## src/rtl/tiht_pkg.sv

```systemverilog
package tiht_pkg;

   localparam int MAX_HOLDS = 16;
   localparam int KEY_BITS = 8;
   localparam int IDX_BITS = (MAX_HOLDS > 1) ? $clog2(MAX_HOLDS) : 1;
   localparam int WALK_BITS = $clog2(MAX_HOLDS + 1);
   localparam int CNT_BITS = $clog2(MAX_HOLDS + 1);
   localparam int NOW_BITS = 48;
   localparam int EXP_BITS = 49;
   localparam int MODE_BITS = 3;
   localparam int ID_BITS = 8;
   localparam int DATA_BITS = 32;
   localparam int HOLDS_OUT_BITS = 5;

   typedef enum logic [MODE_BITS-1:0] {
      MODE_TICK    = 3'd0,
      MODE_HOLD    = 3'd1,
      MODE_START   = 3'd2,
      MODE_STOP    = 3'd3,
      MODE_INVALID = 3'd4
   } mode_type;

   typedef enum logic [1:0] {
      ST_IDLE,
      ST_WALK,
      ST_FINISH,
      ST_REPORT
   } state_type;

   typedef enum logic [1:0] {
      OP_EXPIRE,
      OP_RELEASE,
      OP_HOLD
   } op_type;

   typedef struct packed {
      logic [KEY_BITS-1:0] key;
      logic [EXP_BITS-1:0] expiry;
   } entry_type;

   typedef struct packed {
      logic                      running;
      logic                      inhibited;
      logic                      inhibit_changed;
      logic [HOLDS_OUT_BITS-1:0] active_holds;
      logic [DATA_BITS-1:0]      hold_requests;
      logic [DATA_BITS-1:0]      release_requests;
      logic [DATA_BITS-1:0]      expiry_total;
      logic [DATA_BITS-1:0]      invalid_total;
   } result_type;

endpackage

```

## src/rtl/tiht_if.sv

```systemverilog
interface tiht_req_if;
   logic                             valid;
   logic                             ready;
   logic [tiht_pkg::MODE_BITS-1:0]   mode;
   logic [tiht_pkg::ID_BITS-1:0]     controller_id;
   logic [tiht_pkg::DATA_BITS-1:0]   hold_ms;
   logic [tiht_pkg::DATA_BITS-1:0]   invalid_count;

   modport source(output valid, output mode, output controller_id, output hold_ms,
                  output invalid_count, input ready);
   modport sink(input valid, input mode, input controller_id, input hold_ms,
                input invalid_count, output ready);
endinterface

interface tiht_rsp_if;
   logic                                  valid;
   logic                                  ready;
   logic                                  running;
   logic                                  inhibited;
   logic                                  inhibit_changed;
   logic [tiht_pkg::HOLDS_OUT_BITS-1:0]   active_holds;
   logic [tiht_pkg::DATA_BITS-1:0]        hold_requests;
   logic [tiht_pkg::DATA_BITS-1:0]        release_requests;
   logic [tiht_pkg::DATA_BITS-1:0]        expiry_total;
   logic [tiht_pkg::DATA_BITS-1:0]        invalid_total;

   modport source(output valid, output running, output inhibited, output inhibit_changed,
                  output active_holds, output hold_requests, output release_requests,
                  output expiry_total, output invalid_total, input ready);
   modport sink(input valid, input running, input inhibited, input inhibit_changed,
                input active_holds, input hold_requests, input release_requests,
                input expiry_total, input invalid_total, output ready);
endinterface

```

## src/rtl/tx_inhibit_hold_table_top.sv

```systemverilog
// Transmit-inhibit hold table.
// The req channel carries one command per transfer: a one millisecond tick, a hold
// or release (zero hold_ms) for a controller, start, stop, or an invalid report.
// Each request transfer yields exactly one rsp transfer with the running and
// inhibited flags, the active hold count and four wrapping event counters.
// Start, stop, invalid reports, unused modes and holds or releases while stopped finish
// at once and go straight to the report step. Ticks, holds and releases walk every table
// entry through the single read port of the entry memory, one entry per cycle, then
// pass through a finish step before the result is reported.
// One item is worked on at a time; req.ready is high whenever the engine is idle,
// so a new item may be taken while the previous result still waits in the output
// register. If the receiver stalls, the finished result of the next item waits
// inside the engine until the output register empties.
// Synchronous reset clears the hold valid bits, the overflow hold, the time
// counter, the running flag and all counters; no memory clearing pass is needed.
module tx_inhibit_hold_table_top (
   input  logic     clock,
   input  logic     reset,
   tiht_req_if.sink req,
   tiht_rsp_if.source rsp
);
   import tiht_pkg::*;

   logic       rsp_free;
   logic       rsp_push;
   result_type eng_data;
   logic       rsp_vld_ff, rsp_vld_in;
   result_type rsp_data_ff, rsp_data_in;

   tiht_engine u_engine (
      .clock    (clock),
      .reset    (reset),
      .req      (req),
      .rsp_free (rsp_free),
      .rsp_push (rsp_push),
      .rsp_data (eng_data)
   );

   assign rsp_free = !rsp_vld_ff || rsp.ready;

   always_comb begin
      rsp_vld_in = rsp_vld_ff;
      rsp_data_in = rsp_data_ff;
      if (rsp_push) begin
         rsp_vld_in = 1'b1;
         rsp_data_in = eng_data;
      end else if (rsp.ready) begin
         rsp_vld_in = 1'b0;
      end
   end

   always_ff @(posedge clock) begin
      if (reset) begin
         rsp_vld_ff <= 1'b0;
      end else begin
         rsp_vld_ff <= rsp_vld_in;
      end
      rsp_data_ff <= rsp_data_in;
   end

   assign rsp.valid = rsp_vld_ff;
   assign rsp.running = rsp_data_ff.running;
   assign rsp.inhibited = rsp_data_ff.inhibited;
   assign rsp.inhibit_changed = rsp_data_ff.inhibit_changed;
   assign rsp.active_holds = rsp_data_ff.active_holds;
   assign rsp.hold_requests = rsp_data_ff.hold_requests;
   assign rsp.release_requests = rsp_data_ff.release_requests;
   assign rsp.expiry_total = rsp_data_ff.expiry_total;
   assign rsp.invalid_total = rsp_data_ff.invalid_total;

   a_push_into_free: assert property (@(posedge clock) disable iff (reset)
      rsp_push |-> rsp_free)
      else $error("Result pushed while the output register is occupied.");

   a_one_at_a_time: assert property (@(posedge clock) disable iff (reset)
      (req.valid && req.ready) |=> !req.ready)
      else $error("Request taken while an item is still in progress.");

   a_push_shows: assert property (@(posedge clock) disable iff (reset)
      rsp_push |=> rsp.valid)
      else $error("Pushed result is not presented.");

   a_inhibit_needs_run: assert property (@(posedge clock) disable iff (reset)
      (rsp.valid && rsp.inhibited) |-> rsp.running)
      else $error("Inhibited reported while not running.");
endmodule

```

## src/rtl/tiht_mem.sv

```systemverilog
module tiht_mem (
   input  logic                          clock,
   input  logic                          wr_en,
   input  logic [tiht_pkg::IDX_BITS-1:0] wr_addr,
   input  tiht_pkg::entry_type           wr_data,
   input  logic [tiht_pkg::IDX_BITS-1:0] rd_addr,
   output tiht_pkg::entry_type           rd_data
);
   import tiht_pkg::*;

   entry_type mem [MAX_HOLDS];
   entry_type rd_data_ff;

   always_ff @(posedge clock) begin
      if (wr_en) begin
         mem[wr_addr] <= wr_data;
      end
      rd_data_ff <= mem[rd_addr];
   end

   assign rd_data = rd_data_ff;
endmodule

```

## src/rtl/tiht_engine.sv

```systemverilog
module tiht_engine (
   input  logic                 clock,
   input  logic                 reset,
   tiht_req_if.sink             req,
   input  logic                 rsp_free,
   output logic                 rsp_push,
   output tiht_pkg::result_type rsp_data
);
   import tiht_pkg::*;

   state_type               state_ff, state_in;
   op_type                  op_ff, op_in;
   logic [KEY_BITS-1:0]     key_ff, key_in;
   logic [EXP_BITS-1:0]     exp_ff, exp_in;
   logic                    before_ff, before_in;
   logic [WALK_BITS-1:0]    walk_ff, walk_in;
   logic                    proc_vld_ff, proc_vld_in;
   logic [IDX_BITS-1:0]     proc_idx_ff, proc_idx_in;
   logic                    found_ff, found_in;
   logic                    free_found_ff, free_found_in;
   logic [IDX_BITS-1:0]     free_idx_ff, free_idx_in;
   logic [MAX_HOLDS-1:0]    valid_ff, valid_in;
   logic [CNT_BITS-1:0]     cnt_ff, cnt_in;
   logic                    spill_vld_ff, spill_vld_in;
   logic [EXP_BITS-1:0]     spill_exp_ff, spill_exp_in;
   logic [NOW_BITS-1:0]     now_ff, now_in;
   logic                    running_ff, running_in;
   logic [DATA_BITS-1:0]    hold_cnt_ff, hold_cnt_in;
   logic [DATA_BITS-1:0]    rel_cnt_ff, rel_cnt_in;
   logic [DATA_BITS-1:0]    exp_cnt_ff, exp_cnt_in;
   logic [DATA_BITS-1:0]    inv_cnt_ff, inv_cnt_in;

   logic                    wr_en;
   logic [IDX_BITS-1:0]     wr_addr;
   entry_type               wr_data;
   logic [IDX_BITS-1:0]     rd_addr;
   entry_type               rd_data;
   logic                    active;
   logic [CNT_BITS:0]       active_sum;

   tiht_mem u_mem (
      .clock   (clock),
      .wr_en   (wr_en),
      .wr_addr (wr_addr),
      .wr_data (wr_data),
      .rd_addr (rd_addr),
      .rd_data (rd_data)
   );

   assign active = (cnt_ff != '0) || spill_vld_ff;
   assign active_sum = {1'b0, cnt_ff} + (CNT_BITS + 1)'(spill_vld_ff);

   always_comb begin
      rsp_data.running = running_ff;
      rsp_data.inhibited = running_ff && active;
      rsp_data.inhibit_changed = (running_ff && active) != before_ff;
      rsp_data.active_holds = HOLDS_OUT_BITS'(active_sum);
      rsp_data.hold_requests = hold_cnt_ff;
      rsp_data.release_requests = rel_cnt_ff;
      rsp_data.expiry_total = exp_cnt_ff;
      rsp_data.invalid_total = inv_cnt_ff;
   end

   always_ff @(posedge clock) begin
      if (reset) begin
         state_ff <= ST_IDLE;
         proc_vld_ff <= 1'b0;
         valid_ff <= '0;
         cnt_ff <= '0;
         spill_vld_ff <= 1'b0;
         spill_exp_ff <= '0;
         now_ff <= '0;
         running_ff <= 1'b0;
         hold_cnt_ff <= '0;
         rel_cnt_ff <= '0;
         exp_cnt_ff <= '0;
         inv_cnt_ff <= '0;
      end else begin
         state_ff <= state_in;
         proc_vld_ff <= proc_vld_in;
         valid_ff <= valid_in;
         cnt_ff <= cnt_in;
         spill_vld_ff <= spill_vld_in;
         spill_exp_ff <= spill_exp_in;
         now_ff <= now_in;
         running_ff <= running_in;
         hold_cnt_ff <= hold_cnt_in;
         rel_cnt_ff <= rel_cnt_in;
         exp_cnt_ff <= exp_cnt_in;
         inv_cnt_ff <= inv_cnt_in;
      end
      op_ff <= op_in;
      key_ff <= key_in;
      exp_ff <= exp_in;
      before_ff <= before_in;
      walk_ff <= walk_in;
      proc_idx_ff <= proc_idx_in;
      found_ff <= found_in;
      free_found_ff <= free_found_in;
      free_idx_ff <= free_idx_in;
   end

   always_comb begin
      state_in = state_ff;
      op_in = op_ff;
      key_in = key_ff;
      exp_in = exp_ff;
      before_in = before_ff;
      walk_in = walk_ff;
      proc_vld_in = 1'b0;
      proc_idx_in = proc_idx_ff;
      found_in = found_ff;
      free_found_in = free_found_ff;
      free_idx_in = free_idx_ff;
      valid_in = valid_ff;
      cnt_in = cnt_ff;
      spill_vld_in = spill_vld_ff;
      spill_exp_in = spill_exp_ff;
      now_in = now_ff;
      running_in = running_ff;
      hold_cnt_in = hold_cnt_ff;
      rel_cnt_in = rel_cnt_ff;
      exp_cnt_in = exp_cnt_ff;
      inv_cnt_in = inv_cnt_ff;
      wr_en = 1'b0;
      wr_addr = proc_idx_ff;
      wr_data = '{key: key_ff, expiry: exp_ff};
      rd_addr = walk_ff[IDX_BITS-1:0];
      req.ready = 1'b0;
      rsp_push = 1'b0;

      if (proc_vld_ff) begin
         unique case (op_ff)
            OP_EXPIRE: begin
               if (valid_ff[proc_idx_ff] &&
                   (rd_data.expiry <= EXP_BITS'(now_ff))) begin
                  valid_in[proc_idx_ff] = 1'b0;
                  cnt_in = cnt_ff - CNT_BITS'(1);
                  exp_cnt_in = exp_cnt_ff + DATA_BITS'(1);
               end
            end
            OP_RELEASE: begin
               if (valid_ff[proc_idx_ff] && (rd_data.key == key_ff)) begin
                  valid_in[proc_idx_ff] = 1'b0;
                  cnt_in = cnt_ff - CNT_BITS'(1);
               end
            end
            OP_HOLD: begin
               if (valid_ff[proc_idx_ff] && (rd_data.key == key_ff)) begin
                  wr_en = 1'b1;
                  found_in = 1'b1;
               end
               if (!valid_ff[proc_idx_ff] && !free_found_ff) begin
                  free_found_in = 1'b1;
                  free_idx_in = proc_idx_ff;
               end
            end
            default: begin
            end
         endcase
      end

      unique case (state_ff)
         ST_IDLE: begin
            req.ready = 1'b1;
            if (req.valid) begin
               key_in = KEY_BITS'(req.controller_id);
               before_in = running_ff && active;
               walk_in = '0;
               found_in = 1'b0;
               free_found_in = 1'b0;
               state_in = ST_REPORT;
               unique case (mode_type'(req.mode))
                  MODE_TICK: begin
                     if (now_ff != '1) begin
                        now_in = now_ff + NOW_BITS'(1);
                     end
                     op_in = OP_EXPIRE;
                     state_in = ST_WALK;
                  end
                  MODE_HOLD: begin
                     if (running_ff) begin
                        state_in = ST_WALK;
                        if (req.hold_ms == '0) begin
                           rel_cnt_in = rel_cnt_ff + DATA_BITS'(1);
                           op_in = OP_RELEASE;
                        end else begin
                           hold_cnt_in = hold_cnt_ff + DATA_BITS'(1);
                           exp_in = EXP_BITS'(now_ff) + EXP_BITS'(req.hold_ms);
                           op_in = OP_HOLD;
                        end
                     end
                  end
                  MODE_START: begin
                     now_in = '0;
                     running_in = 1'b1;
                  end
                  MODE_STOP: begin
                     if (running_ff) begin
                        valid_in = '0;
                        cnt_in = '0;
                        spill_vld_in = 1'b0;
                        running_in = 1'b0;
                     end
                  end
                  MODE_INVALID: begin
                     if (running_ff && (req.invalid_count != '0)) begin
                        inv_cnt_in = inv_cnt_ff + req.invalid_count;
                     end
                  end
                  default: begin
                  end
               endcase
            end
         end
         ST_WALK: begin
            if (walk_ff != WALK_BITS'(MAX_HOLDS)) begin
               walk_in = walk_ff + WALK_BITS'(1);
               proc_vld_in = 1'b1;
               proc_idx_in = walk_ff[IDX_BITS-1:0];
            end else if (!proc_vld_ff) begin
               state_in = ST_FINISH;
            end
         end
         ST_FINISH: begin
            state_in = ST_REPORT;
            unique case (op_ff)
               OP_EXPIRE: begin
                  if (spill_vld_ff && (spill_exp_ff <= EXP_BITS'(now_ff))) begin
                     spill_vld_in = 1'b0;
                     exp_cnt_in = exp_cnt_ff + DATA_BITS'(1);
                  end
               end
               OP_HOLD: begin
                  if (!found_ff) begin
                     if (free_found_ff) begin
                        wr_en = 1'b1;
                        wr_addr = free_idx_ff;
                        valid_in[free_idx_ff] = 1'b1;
                        cnt_in = cnt_ff + CNT_BITS'(1);
                     end else if (!spill_vld_ff || (exp_ff > spill_exp_ff)) begin
                        spill_vld_in = 1'b1;
                        spill_exp_in = exp_ff;
                     end
                  end
               end
               default: begin
               end
            endcase
         end
         ST_REPORT: begin
            if (rsp_free) begin
               rsp_push = 1'b1;
               state_in = ST_IDLE;
            end
         end
         default: begin
            state_in = ST_IDLE;
         end
      endcase
   end
endmodule
```

## src/flat_wrapper.sv

```systemverilog
// flat-port wrapper written by rule: the top's interface ports become plain ports
module tx_inhibit_hold_table_top_flat import tiht_pkg::*;
  (clock, reset, req_valid, req_mode, req_controller_id, req_hold_ms, req_invalid_count, req_ready, rsp_valid, rsp_running, rsp_inhibited, rsp_inhibit_changed, rsp_active_holds, rsp_hold_requests, rsp_release_requests, rsp_expiry_total, rsp_invalid_total, rsp_ready);
  tiht_req_if req_i ();
  tiht_rsp_if rsp_i ();
  input  logic clock;
  input  logic reset;
  input wire logic [$bits(req_i.valid)-1:0] req_valid;
  input wire logic [$bits(req_i.mode)-1:0] req_mode;
  input wire logic [$bits(req_i.controller_id)-1:0] req_controller_id;
  input wire logic [$bits(req_i.hold_ms)-1:0] req_hold_ms;
  input wire logic [$bits(req_i.invalid_count)-1:0] req_invalid_count;
  output wire logic [$bits(req_i.ready)-1:0] req_ready;
  output wire logic [$bits(rsp_i.valid)-1:0] rsp_valid;
  output wire logic [$bits(rsp_i.running)-1:0] rsp_running;
  output wire logic [$bits(rsp_i.inhibited)-1:0] rsp_inhibited;
  output wire logic [$bits(rsp_i.inhibit_changed)-1:0] rsp_inhibit_changed;
  output wire logic [$bits(rsp_i.active_holds)-1:0] rsp_active_holds;
  output wire logic [$bits(rsp_i.hold_requests)-1:0] rsp_hold_requests;
  output wire logic [$bits(rsp_i.release_requests)-1:0] rsp_release_requests;
  output wire logic [$bits(rsp_i.expiry_total)-1:0] rsp_expiry_total;
  output wire logic [$bits(rsp_i.invalid_total)-1:0] rsp_invalid_total;
  input wire logic [$bits(rsp_i.ready)-1:0] rsp_ready;
  assign req_i.valid = req_valid;
  assign req_i.mode = req_mode;
  assign req_i.controller_id = req_controller_id;
  assign req_i.hold_ms = req_hold_ms;
  assign req_i.invalid_count = req_invalid_count;
  assign req_ready = req_i.ready;
  assign rsp_valid = rsp_i.valid;
  assign rsp_running = rsp_i.running;
  assign rsp_inhibited = rsp_i.inhibited;
  assign rsp_inhibit_changed = rsp_i.inhibit_changed;
  assign rsp_active_holds = rsp_i.active_holds;
  assign rsp_hold_requests = rsp_i.hold_requests;
  assign rsp_release_requests = rsp_i.release_requests;
  assign rsp_expiry_total = rsp_i.expiry_total;
  assign rsp_invalid_total = rsp_i.invalid_total;
  assign rsp_i.ready = rsp_ready;
  tx_inhibit_hold_table_top u_core (.clock(clock), .reset(reset), .req(req_i), .rsp(rsp_i));
endmodule
```

## config.mk

```make
export PLATFORM = sky130hd
export DESIGN_NAME = tx_inhibit_hold_table_top_flat
export DESIGN_NICKNAME = d
export VERILOG_FILES = /design/src/rtl/tiht_pkg.sv /design/src/rtl/tiht_if.sv /design/src/rtl/tx_inhibit_hold_table_top.sv /design/src/rtl/tiht_mem.sv /design/src/rtl/tiht_engine.sv /design/src/flat_wrapper.sv
export SDC_FILE = /design/constraint.sdc
export NUM_CORES = 2
export LEC_CHECK = 0
export BUFFER_PORTS_ARGS = -buffer_cell sky130_fd_sc_hd__buf_2
export CORE_ASPECT_RATIO = 2
export CORE_MARGIN = 5
export CORE_UTILIZATION = 65
export CTS_CLUSTER_DIAMETER = 40
export DETAILED_ROUTE_END_ITERATION = 8
export PLACE_DENSITY = 0.81
export SLEW_MARGIN = 5
export SYNTH_ARGS = -nofsm -noshare
export SYNTH_HDL_FRONTEND = slang
export SYNTH_SLANG_ARGS = --single-unit
```

## constraint.sdc

```tcl
create_clock -name clock -period 16.3 [get_ports clock]
set_input_delay 3.26 -clock clock [delete_from_list [all_inputs] [get_ports clock]]
set_output_delay 3.26 -clock clock [all_outputs]
set_load 0.05 [all_outputs]
```

==> run summary <==
TIMING
--------------------------------------------------------------------------------
Shortest clock period the worst path allows after layout ..........      6.79 ns
Clk_skew ..........................................................    0.0383 ns
Slew @ Worst Pin ..................................................      1.41 ns
Setup TNS .........................................................         0 ns
Max Slew Vio Count ................................................            0
Worst-case headroom to the max-slew limit .........................        5.23%
Final hold violation count ........................................            0
Maximum clock rate ................................................      147 MHz
Endpoints failing setup ...........................................            0
Period utilization ................................................        41.7%
Unrepaired setup endpoints after global routing ...................        false

SYNTHESIS
--------------------------------------------------------------------------------
Count of unique library cells instantiated by Yosys ...............           89
Async SR Flop Fraction ............................................           0%
Synth Area per Inst ...............................................     15.5 µm²
Proportion of netlist area held by the largest area contributor ...        55.9%
Mapped Cells ......................................................         3889
Top-count cell post-synth ......................................... sky130_fd_sc_hd__edfxtp_1
Main synth FF type ................................................ sky130_fd_sc_hd__edfxtp_1
Post-Syn Nets .....................................................         4193
Number of enable-type register cells in the synthesized netlist ...         1121
Cell type with the largest total area after synthesis ............. sky130_fd_sc_hd__edfxtp_1
Number of warnings printed during yosys synthesis .................            0
Total standard cell area after synthesis ..........................   0.0603 mm²
Top cells by count, synth ......................................... 1121 x sky130_fd_sc_hd__edfxtp_1, 311 x sky130_fd_sc_hd__dfxtp_1, 290 x sky130_fd_sc_hd__mux4_2
Top cells by area, synth .......................................... sky130_fd_sc_hd__edfxtp_1 56%, sky130_fd_sc_hd__mux4_2 11%, sky130_fd_sc_hd__dfxtp_1 10%
Fraction of the yosys area taken by sequential cells ..............        66.2%
Post-synthesis register bit count .................................         1432

CLOCK NETWORK
--------------------------------------------------------------------------------
Gates resized, CTS repair .........................................            0
Clock-pin slew on the worst setup and hold paths ..................      0.07 ns
Clock tree root driver cell ....................................... sky130_fd_sc_hd__clkbuf_16
Hold Buf Count CTS ................................................            0
Number of sinks driven by the clock tree ..........................         1432
Clock network latency to the later pin of the worst-skew pair .....      0.75 ns
Clk buf depth .....................................................            3
Number of setup buffers added after CTS ...........................            0
TritonCTS buffer count ............................................          120
Clock tree from TritonCTS .........................................          yes
CTS H-Tree Depth ..................................................            3

PWR
--------------------------------------------------------------------------------
Int Pwr ...........................................................    0.00658 W
Sw Ratio ..........................................................        27.9%
Proportion of power drawn by flip-flops and latches ...............        46.2%
Power density over cell area ......................................   136 mW/mm²
Logic gate share of total power ...................................        21.2%
Static leakage ....................................................      22.8 nW
Net switching power figure ........................................    0.00255 W
Peak supply drop ..................................................     0.164 mV
Portion of total power attributed to the clock network ............        32.6%

DRT
--------------------------------------------------------------------------------
First-iteration detailed-routing DRC count ........................         3986
Via-per-instance ratio ............................................         6.60
Post-route antenna net violation count ............................            0
Number of iterations in the first detailed-routing pass ...........            7
Vias ..............................................................        35900
Total wire length after detailed routing ..........................    150000 µm
Post-DR wirelength/cell ...........................................      27.6 µm
Number of DRC violations after detailed routing ...................            0

CRITICAL PATH
--------------------------------------------------------------------------------
Cell count of the worst reg-to-reg path ...........................           11
Worst EP arrival ..................................................      7.46 ns
Critical path start-end classification ............................ input pin to register
Register-to-register path setup slack .............................     11.48 ns
RR Endpoint ....................................................... u_core.u_engine.valid_ff[0]$_SDFF_PP0_
Critical R2R Launch ............................................... u_core.u_engine.now_ff[32]$_SDFFE_PP0P_
Worst-path maximum fanout .........................................            9
Startpoint kind of the worst setup timing path ....................    input pin
Endpoint required time on the critical path .......................     16.97 ns
Critical path endpoint category ...................................     register

LAYOUT
--------------------------------------------------------------------------------
Synth-to-layout area growth .......................................        11.0%
Count of nets after finishing .....................................         4426
Final std cells w/o fill ..........................................         5432
Filler cell count .................................................         5452
Proportion of layout cells with a drive suffix above 1 ............        19.1%

FLOORPLANNING
--------------------------------------------------------------------------------
Die outline height ................................................       441 µm
Floorplan die width ...............................................       225 µm
Standard-cell row count ...........................................          158
Floorplan die area ................................................   0.0993 mm²
Starting utilization of the core area .............................        65.3%
# IOs .............................................................          217
Area of the placeable core ........................................   0.0923 mm²

PLACED DESIGN
--------------------------------------------------------------------------------
GP Congestion .....................................................        0.978
# placed instances ................................................         5200
Final HPWL from detailed placement ................................     90900 µm
Port-buffer cells .................................................          216

WORST HOLD PATH
--------------------------------------------------------------------------------
Min-Delay Path Depth ..............................................            0
Worst Hold Class .................................................. register to register
Hold Path Origin .................................................. u_core.u_engine.hold_cnt_ff[31]$_SDFFE_PP0P_
Min-Delay Endpoint ................................................ u_core.rsp.hold_requests[31]$_DFFE_PP_

GLOBAL ROUTE
--------------------------------------------------------------------------------
Number of antenna violations at the first check in global routing .            4
Gr usage total ....................................................        30.1%
Pin count of the biggest net entering global routing ..............           77
Via count of the first global-routing pass ........................        35800
Total grt overflow ................................................            0
First-pass GRT wire length ........................................    223000 µm

RUN
--------------------------------------------------------------------------------
Number of maximum-capacitance violations ..........................            0

RUN STATUS
--------------------------------------------------------------------------------
Result of the run .................................................    completed

## kinds of logic after synthesis
| logic type | synth area share [%] |
|---|---|
| DFF | 66.2 |
| buffers and inverters | 1.80 |
| and+or+nand+nor | 7.62 |
| AOI/OAI and AO/OA | 5.16 |
| adders and majority gates | 4.70 |
| muxes | 12.0 |
| xor gates and xnor gates | 2.47 |
## area by class of cell
cell class | instances | area, µm² | area share, %
multi-input combinational | 2173 | 19500 | 29.1
tap | 1200 | 1500 | 2.24
antenna | 2 | 5.00 | 0.00748
sequential | 1432 | 39900 | 59.6
clock buffer | 144 | 3250 | 4.86
clock inverter | 86 | 873 | 1.31
inverter | 140 | 528 | 0.789
timing repair buffer | 255 | 1380 | 2.06
## per-layer routing
metal / global-route usage [%] / up-vias / wire length (µm)
met5: 0 / - / 13
met4: 11.2 / 2 / 6310
met3: 5.17 / 401 / 11400
met2: 52.0 / 1883 / 77700
met1: 38.6 / 18000 / 54600
li1: - / 15600 / -
## power by group through the flow
stage / combinational [W] / clock [W] / sequential [W]
after floorplan: 0.00136 / 0 / 0.00434
after global placement: 0.00186 / 0 / 0.00429
after detailed placement: 0.00191 / 0 / 0.00429
after CTS: 0.00195 / 0.00301 / 0.00422
after global routing: 0.00207 / 0.00318 / 0.00422
final: 0.00194 / 0.00297 / 0.00422
## state kept, by name, summed over array words and instances, names as in the netlist, 2 cells and up
register and flops:
u_core.rsp.active_holds 5, u_core.rsp.expiry_total 32, u_core.rsp.hold_requests 32, u_core.rsp.invalid_total 32, u_core.rsp.release_requests 32, u_core.u_engine.cnt_ff 5
u_core.u_engine.exp_cnt_ff 32, u_core.u_engine.exp_ff 49, u_core.u_engine.free_idx_ff 4, u_core.u_engine.hold_cnt_ff 32, u_core.u_engine.inv_cnt_ff 32, u_core.u_engine.key_ff 8
u_core.u_engine.now_ff 48, u_core.u_engine.op_ff 2, u_core.u_engine.proc_idx_ff 4, u_core.u_engine.rel_cnt_ff 32, u_core.u_engine.spill_exp_ff 49, u_core.u_engine.state_ff 2
u_core.u_engine.u_mem.mem 912, u_core.u_engine.u_mem.rd_data 57, u_core.u_engine.valid_ff 16, u_core.u_engine.walk_ff 5
## how the worst max path moves through the flow
stage | from | cells after the start | to | slack [ns]
final | req_hold_ms[4] | 11 | u_core.u_engine.rel_cnt_ff[31]$_SDFFE_PP0P_ | 9.51
after global routing | req_hold_ms[4] | 11 | u_core.u_engine.rel_cnt_ff[31]$_SDFFE_PP0P_ | 9.45
after CTS | req_hold_ms[1] | 11 | u_core.u_engine.rel_cnt_ff[31]$_SDFFE_PP0P_ | 9.96
after detailed placement | req_hold_ms[1] | 11 | u_core.u_engine.rel_cnt_ff[31]$_SDFFE_PP0P_ | 9.29
after global placement | req_hold_ms[1] | 11 | u_core.u_engine.rel_cnt_ff[31]$_SDFFE_PP0P_ | 9.25
after floorplan | rsp_ready | 2 | u_core.rsp.active_holds[0]$_DFFE_PP_ | 6.31
## critical path: stages
cell and delay (ns):
sky130_fd_sc_hd__buf_2 0.14, sky130_fd_sc_hd__nor4_1 1.15, sky130_fd_sc_hd__nand4_1 0.79, sky130_fd_sc_hd__nor3_1 0.46, sky130_fd_sc_hd__buf_4 0.23, sky130_fd_sc_hd__and3_1 0.25
sky130_fd_sc_hd__nand2b_1 0.23, sky130_fd_sc_hd__nor2_2 0.30, sky130_fd_sc_hd__nand2_1 0.14, sky130_fd_sc_hd__or3_1 0.35, sky130_fd_sc_hd__a21oi_1 0.14
## layout by cell type, fill, tap and decap left out, types with 11 or more instances in the layout
master                      count
sky130_fd_sc_hd__edfxtp_1    1121
sky130_fd_sc_hd__dfxtp_1      311
sky130_fd_sc_hd__mux4_2       290
sky130_fd_sc_hd__nor2_1       247
sky130_fd_sc_hd__nand2_1      234
sky130_fd_sc_hd__ha_1         223
sky130_fd_sc_hd__buf_2        215
sky130_fd_sc_hd__a21oi_1      153
sky130_fd_sc_hd__inv_1        139
sky130_fd_sc_hd__clkbuf_16    125
sky130_fd_sc_hd__xnor2_1      101
sky130_fd_sc_hd__nand3_1       86
sky130_fd_sc_hd__nand4_1       77
sky130_fd_sc_hd__o21ai_0       72
sky130_fd_sc_hd__xor2_1        69
sky130_fd_sc_hd__a21o_1        67
sky130_fd_sc_hd__mux2i_1       65
sky130_fd_sc_hd__nor3_1        47
sky130_fd_sc_hd__buf_4         40
sky130_fd_sc_hd__nor4_1        31
sky130_fd_sc_hd__and3_1        31
sky130_fd_sc_hd__clkinv_2      29
sky130_fd_sc_hd__or3_1         28
sky130_fd_sc_hd__nor2b_1       22
sky130_fd_sc_hd__or4_1         22
sky130_fd_sc_hd__o21a_1        20
sky130_fd_sc_hd__and4_1        19
sky130_fd_sc_hd__o31ai_1       19
sky130_fd_sc_hd__nand2b_1      19
sky130_fd_sc_hd__nor2_4        16
sky130_fd_sc_hd__a211oi_1      15
sky130_fd_sc_hd__o211ai_1      15
sky130_fd_sc_hd__or2_2         14
sky130_fd_sc_hd__clkbuf_1      14
sky130_fd_sc_hd__inv_6         13
sky130_fd_sc_hd__a31oi_1       11
sky130_fd_sc_hd__o21bai_1      11
sky130_fd_sc_hd__o21ai_1       11
## stage by stage
stage | hold slack (ns) | total power, W | setup WS, ns | instance area [µm²] | util [%]
floorplan | 0.416 | 0.00570 | 6.31 | 60300 | -
global placement | 0.437 | 0.00614 | 9.25 | 62800 | 68.0
detailed placement | 0.443 | 0.00620 | 9.29 | 62800 | 68.0
CTS | 0.458 | 0.00918 | 9.96 | 66900 | 72.4
global route | 0.461 | 0.00946 | 9.45 | 66900 | 72.4
finish | 0.458 | 0.00913 | 9.51 | 66900 | 72.4
Power figures use the tool's default switching activity.
